File: config.mk
export PLATFORM = sky130hd
export DESIGN_NAME = raster_pixel_to_thermal_dots_core
export DESIGN_NICKNAME = d
export VERILOG_FILES = /design/src/rptd_pkg.sv /design/src/rptd_classify.sv /design/src/raster_pixel_to_thermal_dots_core.sv
export SDC_FILE = /design/constraint.sdc
export NUM_CORES = 1
export LEC_CHECK = 0
export BUFFER_PORTS_ARGS = -buffer_cell sky130_fd_sc_hd__clkbuf_2
export CAP_MARGIN = 20
export CORE_MARGIN = 3
export CORE_UTILIZATION = 39
export DETAILED_ROUTE_END_ITERATION = 10
export GPL_ROUTABILITY_DRIVEN = 0
export SYNTH_ARGS = -nofsm -noshare
export SYNTH_HDL_FRONTEND = slang
export SYNTH_HIERARCHICAL = 1
export SYNTH_SLANG_ARGS = --single-unit
export TNS_END_PERCENT = 20
File: constraint.sdc
create_clock -name i_clk -period 8.4 [get_ports i_clk]
set_input_delay 0.84 -clock i_clk [delete_from_list [all_inputs] [get_ports i_clk]]
set_output_delay 0.84 -clock i_clk [all_outputs]
set_load 0.005 [all_outputs]
File: src/rptd_pkg.sv
// ----------------------------------------------------------------------------
// rptd_pkg
// Shared constants, types and helpers for the raster pixel to thermal dot
// packer.
// ----------------------------------------------------------------------------
`timescale 1ns / 1ps
`default_nettype none

package rptd_pkg;

    // Column counter width and the compare width that also covers line_width.
    localparam int COLUMN_BITS    = 16;
    localparam int LINE_BITS      = 16;
    localparam int CMP_BITS       = (COLUMN_BITS + 1 > LINE_BITS) ? COLUMN_BITS + 1 : LINE_BITS;

    // Configuration port geometry.
    localparam int CFG_INDEX_BITS = 2;
    localparam int CFG_DATA_BITS  = 16;

    // Register indexes.
    localparam logic [CFG_INDEX_BITS-1:0] REG_COLOR_SPACE     = 2'd0;
    localparam logic [CFG_INDEX_BITS-1:0] REG_PACKED_MODE     = 2'd1;
    localparam logic [CFG_INDEX_BITS-1:0] REG_COMPONENT_COUNT = 2'd2;
    localparam logic [CFG_INDEX_BITS-1:0] REG_LINE_WIDTH      = 2'd3;

    // Color space codes.
    localparam logic [3:0] CS_K    = 4'd0;
    localparam logic [3:0] CS_GRAY = 4'd1;
    localparam logic [3:0] CS_RGB  = 4'd2;
    localparam logic [3:0] CS_CMY  = 4'd3;
    localparam logic [3:0] CS_YMC  = 4'd4;
    localparam logic [3:0] CS_CMYK = 4'd5;
    localparam logic [3:0] CS_YMCK = 4'd6;
    localparam logic [3:0] CS_KCMY = 4'd7;

    // Weighted luma sums fit in 18 bits (at most 1000 * 255).
    localparam int SUM_BITS = 18;
    localparam logic [SUM_BITS-1:0] RGB_BLACK_LIMIT = 18'd128000;
    // Rounded ink of at least 128 means sum + 500 >= 128000.
    localparam logic [SUM_BITS-1:0] INK_BLACK_LIMIT = 18'd127500;

    localparam logic [7:0] WHITE_BYTE = 8'hff;
    localparam logic [7:0] LEFT_DOT   = 8'h80;

    // Configuration seen by the classifier.
    typedef struct packed {
        logic [3:0] space_code;
        logic       packed_mode;
        logic [3:0] component_count;
    } t_pix_cfg;

    // Weighted sum 299a + 587b + 114c.
    function automatic logic [SUM_BITS-1:0] luma_sum(input logic [7:0] a,
                                                     input logic [7:0] b,
                                                     input logic [7:0] c);
        logic [SUM_BITS-1:0] pa;
        logic [SUM_BITS-1:0] pb;
        logic [SUM_BITS-1:0] pc;
        pa = SUM_BITS'(a) * 18'd299;
        pb = SUM_BITS'(b) * 18'd587;
        pc = SUM_BITS'(c) * 18'd114;
        return pa + pb + pc;
    endfunction

endpackage

`default_nettype wire

File: src/rptd_classify.sv
// ----------------------------------------------------------------------------
// rptd_classify
// Decides whether one pixel prints black under the configured color space.
// ----------------------------------------------------------------------------
`timescale 1ns / 1ps
`default_nettype none

module rptd_classify
    import rptd_pkg::*;
(
    input  wire t_pix_cfg   i_cfg,
    input  wire logic [7:0] i_s0,
    input  wire logic [7:0] i_s1,
    input  wire logic [7:0] i_s2,
    input  wire logic [7:0] i_s3,
    output logic            o_black
);

    logic [SUM_BITS-1:0] sum_fwd;
    logic [SUM_BITS-1:0] sum_rev;
    logic [SUM_BITS-1:0] sum_kcmy;
    logic                has3;
    logic                has4;
    logic                byte_black;

    // The three weightings the color spaces need.
    assign sum_fwd  = luma_sum(i_s0, i_s1, i_s2);
    assign sum_rev  = luma_sum(i_s2, i_s1, i_s0);
    assign sum_kcmy = luma_sum(i_s1, i_s2, i_s3);

    assign has3 = (i_cfg.component_count >= 4'd3);
    assign has4 = (i_cfg.component_count >= 4'd4);

    // Byte mode rules. The larger of ink and K reaches 128 when either does.
    always_comb begin
        case (i_cfg.space_code)
            CS_K:    byte_black = i_s0[7];
            CS_GRAY: byte_black = !i_s0[7];
            CS_RGB:  byte_black = has3 && (sum_fwd < RGB_BLACK_LIMIT);
            CS_CMY:  byte_black = has3 && (sum_fwd >= INK_BLACK_LIMIT);
            CS_YMC:  byte_black = has3 && (sum_rev >= INK_BLACK_LIMIT);
            CS_CMYK: byte_black = has4 && ((sum_fwd >= INK_BLACK_LIMIT) || i_s3[7]);
            CS_YMCK: byte_black = has4 && ((sum_rev >= INK_BLACK_LIMIT) || i_s3[7]);
            CS_KCMY: byte_black = has4 && ((sum_kcmy >= INK_BLACK_LIMIT) || i_s0[7]);
            default: byte_black = (i_cfg.component_count == 4'd1) && !i_s0[7];
        endcase
    end

    // Packed mode: a set bit is black, except in additive gray.
    always_comb begin
        if (i_cfg.packed_mode) begin
            o_black = (i_cfg.space_code == CS_GRAY) ? !i_s0[0] : i_s0[0];
        end else begin
            o_black = byte_black;
        end
    end

endmodule

`default_nettype wire

File: src/raster_pixel_to_thermal_dots_core.sv
// ----------------------------------------------------------------------------
// raster_pixel_to_thermal_dots_core
// Turns a stream of raster pixels into packed thermal dot bytes.
// ----------------------------------------------------------------------------
// One pixel word is accepted per clock. A pixel is captured in an input
// register, classified black or white in the next cycle and merged into the
// dot byte being built, MSB first, 1 for white. Every eighth pixel, or the
// last pixel of a line, loads the output register with the byte and its
// line_end flag. The packer advances once per cycle, so throughput is one
// pixel per clock as long as the output side takes each byte; a byte left
// waiting stalls the input only when the next pixel would produce another
// byte. Configuration is written through a simple write port; the user must
// write it only while the block idles, which the block does not enforce.
`timescale 1ns / 1ps
`default_nettype none

module raster_pixel_to_thermal_dots_core
    import rptd_pkg::*;
(
    input  wire logic                      i_clk,
    input  wire logic                      i_rst_n,
    // configuration write port
    input  wire logic                      i_cfg_we,
    input  wire logic [CFG_INDEX_BITS-1:0] i_cfg_index,
    input  wire logic [CFG_DATA_BITS-1:0]  i_cfg_data,
    // pixel input
    input  wire logic                      i_in_valid,
    output logic                           o_in_ready,
    input  wire logic [7:0]                i_sample_zero,
    input  wire logic [7:0]                i_sample_one,
    input  wire logic [7:0]                i_sample_two,
    input  wire logic [7:0]                i_sample_three,
    // dot byte output
    output logic                           o_out_valid,
    input  wire logic                      i_out_ready,
    output logic [7:0]                     o_dot_byte,
    output logic                           o_line_end
);

    t_pix_cfg               r_cfg;
    logic [LINE_BITS-1:0]   r_line_width;

    logic                   r_s1_valid;
    logic [7:0]             r_s0;
    logic [7:0]             r_s1;
    logic [7:0]             r_s2;
    logic [7:0]             r_s3;

    logic [COLUMN_BITS-1:0] r_column;
    logic [COLUMN_BITS-1:0] n_column;
    logic [7:0]             r_partial;
    logic [7:0]             n_partial;

    logic                   r_out_valid;
    logic [7:0]             r_out_byte;
    logic                   r_out_line_end;

    logic                   black;
    logic                   last;
    logic                   emit;
    logic                   advance;
    logic [CMP_BITS-1:0]    col_next_wide;
    logic [7:0]             merged;

    // Configuration registers.
    always_ff @(posedge i_clk) begin
        if (!i_rst_n) begin
            r_cfg.space_code      <= CS_K;
            r_cfg.packed_mode     <= 1'b0;
            r_cfg.component_count <= 4'd1;
            r_line_width          <= LINE_BITS'(1);
        end else if (i_cfg_we) begin
            case (i_cfg_index)
                REG_COLOR_SPACE:     r_cfg.space_code      <= i_cfg_data[3:0];
                REG_PACKED_MODE:     r_cfg.packed_mode     <= i_cfg_data[0];
                REG_COMPONENT_COUNT: r_cfg.component_count <= i_cfg_data[3:0];
                REG_LINE_WIDTH:      r_line_width          <= i_cfg_data[LINE_BITS-1:0];
                default: ;
            endcase
        end
    end

    // Classification of the captured pixel.
    rptd_classify u_classify (
        .i_cfg   (r_cfg),
        .i_s0    (r_s0),
        .i_s1    (r_s1),
        .i_s2    (r_s2),
        .i_s3    (r_s3),
        .o_black (black)
    );

    // Line end and byte boundary detection.
    assign col_next_wide = CMP_BITS'(r_column) + CMP_BITS'(1);
    assign last = (col_next_wide >= CMP_BITS'(r_line_width)) || (&r_column);
    assign emit = (r_column[2:0] == 3'd7) || last;
    assign merged = black ? (r_partial & ~(LEFT_DOT >> r_column[2:0])) : r_partial;

    // The captured pixel moves on unless it would overwrite a waiting byte.
    assign advance    = r_s1_valid && (!emit || !r_out_valid || i_out_ready);
    assign o_in_ready = !r_s1_valid || advance;

    always_comb begin
        n_column  = r_column;
        n_partial = r_partial;
        if (advance) begin
            if (emit) begin
                n_partial = WHITE_BYTE;
                n_column  = last ? '0 : col_next_wide[COLUMN_BITS-1:0];
            end else begin
                n_partial = merged;
                n_column  = col_next_wide[COLUMN_BITS-1:0];
            end
        end
    end

    // Input register.
    always_ff @(posedge i_clk) begin
        if (!i_rst_n) begin
            r_s1_valid <= 1'b0;
        end else if (o_in_ready) begin
            r_s1_valid <= i_in_valid;
        end
    end

    always_ff @(posedge i_clk) begin
        if (i_in_valid && o_in_ready) begin
            r_s0 <= i_sample_zero;
            r_s1 <= i_sample_one;
            r_s2 <= i_sample_two;
            r_s3 <= i_sample_three;
        end
    end

    // Packing state.
    always_ff @(posedge i_clk) begin
        if (!i_rst_n) begin
            r_column  <= '0;
            r_partial <= WHITE_BYTE;
        end else begin
            r_column  <= n_column;
            r_partial <= n_partial;
        end
    end

    // Output register.
    always_ff @(posedge i_clk) begin
        if (!i_rst_n) begin
            r_out_valid <= 1'b0;
        end else if (advance && emit) begin
            r_out_valid <= 1'b1;
        end else if (i_out_ready) begin
            r_out_valid <= 1'b0;
        end
    end

    always_ff @(posedge i_clk) begin
        if (advance && emit) begin
            r_out_byte     <= merged;
            r_out_line_end <= last;
        end
    end

    assign o_out_valid = r_out_valid;
    assign o_dot_byte  = r_out_byte;
    assign o_line_end  = r_out_line_end;

endmodule

`default_nettype wire

==> impl_metrics.yaml <==
floorplanning:
  start_util_pct: 40.0
  ios: 66
  dieWidth_um: 206
  rows: 72
  dieArea_sq_um: 42500
  design.core.area_sq_um: 39100
  dieHeight_um: 206
clocking:
  cts-root-buf: "clkbuf_16"
  cts_buffers: 9
  cts.sinks: 92
  clk_pin_slew_ns: 0.08
  htree_levels: 3
  cts_tree: "done"
  cts_max_path_buffers: 2
  insertion_delay_ns: 0.37
  ctsHoldBuffers: 0
layout:
  final_cell_mix: "401 x inv_1, 312 x ha_1, 179 x fa_1, 81 x nand2_1, 65 x clkbuf_2"
  final_common_cell: "inv_1"
  antenna_cells: 0
  drive_gt1_share_pct: 11.4
  syn2layout_area_growth_pct: 12.3
  register_area_sq_um: 2250
  design.final.nets: 2346
  multiInputGateArea_sq_um: 12000
  fillers: 3817
  fin_util_pct: 44.9
worst_setup_path:
  path_max_fanout: 6
  cp-end-kind: "flip-flop"
  path_delay_family: "adder cells"
  critical_path_class: "reg2reg"
  cpMostUsedCell: "ha_1"
  worst-endpoint-arrival_ns: 8.44
  slowest_stage: "fa_1"
  cp.required_ns: 8.66
  max_stage_delay_ns: 0.54
  crit_buf_inv: 8
  start_kind: "flip-flop"
grt:
  antenna_found_initial: 2
  grt_overflow: 0
  grt_max_degree: 56
  grt_pass1_wl_mm: 60.4
  grt_usage_pct: 17.7
  grt_pass1_vias: 12260
drt:
  ant_nets: 0
  drc: 0
  drt_wl_total_mm: 35.8
  drt_pass1_iterations: 5
  drt-wirelength-per-cell_um: 15.5
  vias_per_cell: 5.03
  vias: 11634
  first_iter_violations: 503
timing:
  finalSetupViolCount: 0
  slew_viol_final: 0
  maxSlewHeadroom_pct: 24.5
  max_slew.worst_pin.slew_ns: 1.13
  fin_crit_sh_pct: 97.4
  fin_crit_ns: 8.18
  fmax_ghz: 0.122
  finalClockSkew_ns: 0.0122
  final_hold_viol_count: 0
  rsz0062_at_grt: "yes"
run_status:
  status: "finished clean"
place:
  portBuffers: 65
  dp_hpwl_mm: 30.1
min_path:
  min-delay-path-class: "reg2reg"
synth:
  synth_area_sq_um: 15600
  synth.ff_latch_count: 92
  syn-mean-instance-area_sq_um: 9.33
  yosysTopAreaCell: "ha_1"
  synth_cell_types: 81
  synth_flop_cell: "dfxtp_1"
  yosys-top-cells-area: "ha_1 26%, fa_1 23%, inv_1 9.7%"
  synthDominantCellAreaShare_pct: 25.7
  synth_warnings: 6
  async_flop_share_pct: 0
  synth_edf_count: 41
  synth_nets: 2231
  seq_area_frac_synth_pct: 14.4
  synth_cells: 1676
job:
  cap_violations: 0
Yosys cell counts (all sizes together), types with 5 or more instances:
master and count:
nand4 11, inv 403, o22ai 11, or3 11, o31ai 6, xnor2 42, nand3b 9, clkbuf 15
nand2 82, o21ai 51, o211ai 11, nor2 43, a211oi 15, mux2i 13, buf 8, xor2 25
nand2b 19, nor3 23, o21bai 7, o2111ai 5, a22oi 9, dfxtp 51, a31oi 7, a2111oi 6
nor4 7, a21o 23, edfxtp 41, and3 8, fa 179, nor2b 21, a21boi 27, a21oi 66
nand3 40, ha 321
metal layers:
| layer | routed length [um] | vias to the layer above | GRT usage (%) |
|---|---|---|---|
| met4 | 1020 | 2 | 5.33 |
| met2 | 17300 | 154 | 30.6 |
| met5 | 18 | - | 0 |
| met1 | 16400 | 5620 | 23.2 |
| met3 | 1040 | 57 | 2.52 |
| li1 | - | 5801 | - |
flip-flops by register name, indices dropped and copies added (netlist names):
| register | flops |
|---|---|
| o_line_end | 1 |
| r_s1 | 8 |
| r_cfg | 9 |
| o_out_valid | 1 |
| r_s2 | 8 |
| r_s3 | 8 |
| r_partial | 8 |
| r_column | 16 |
| r_s1_valid | 1 |
| o_dot_byte | 8 |
| r_s0 | 8 |
| r_line_width | 16 |
stage by stage:
step / instance area, sq um / std cells / setup slack (ns) / setup TNS, ns / hold slack (ns)
final: 17600 / 2314 / 0.221 / 0 / 0.447
after CTS: 17300 / 2307 / 0.00164 / 0 / 0.449
after global routing: 17600 / 2314 / -0.220 / -2.05 / 0.489
after floorplan: 15600 / 1676 / 0.236 / 0 / 0.404
after global placement: 16900 / 2291 / -0.129 / -0.965 / 0.431
after detailed placement: 16900 / 2291 / -0.245 / -2.49 / 0.427
logic make-up (layout without fill, tap and decap cells):
logic type      Yosys count  after routing  share of synthesized area (%)
xor+xnor                 67             67                           3.75
fa+ha+maj               500            500                           48.6
mux                      14             14                          0.904
simple gates            297            297                           9.78
buf+inv                 426            546                           10.4
compound gates          280            280                           12.2
flops                    92             92                           14.4
worst paths after layout:
kind         cells after the start                        end                      start  slack (ns)
max reg2reg                     35  r_partial[7]$_SDFFE_PN1P_          r_s1[2]$_DFFE_PP_        0.22
min                              1  r_partial[0]$_SDFFE_PN1P_  r_partial[0]$_SDFFE_PN1P_        0.45
min reg2reg                      1  r_partial[0]$_SDFFE_PN1P_  r_partial[0]$_SDFFE_PN1P_        0.45
max                             35  r_partial[7]$_SDFFE_PN1P_          r_s1[2]$_DFFE_PP_        0.22
layout make-up:
cell class                      count  area share, %
Multi-Input combinational cell   1158           68.6
Sequential cell                    92           12.8
Inverter                          403           8.61
Timing Repair Buffer              127           4.54
Tap cell                          518           3.69
Clock buffer                        9           1.28
Clock inverter                      7          0.477
what timing repair did:
| item | 4_1_cts | 5_1_grt |
|---|---|---|
| pin swaps | 6 | 32 |
| gates resized for setup | 8 | 50 |
| buffers inserted | 0 | 7 |
| endpoints found under the hold margin | 0 | 0 |
| endpoints found under the setup margin | 15 | 15 |
Power is left out: the tool's default activity adds up to more than one toggle a clock period on the data nets, which glitch-free logic cannot reach.
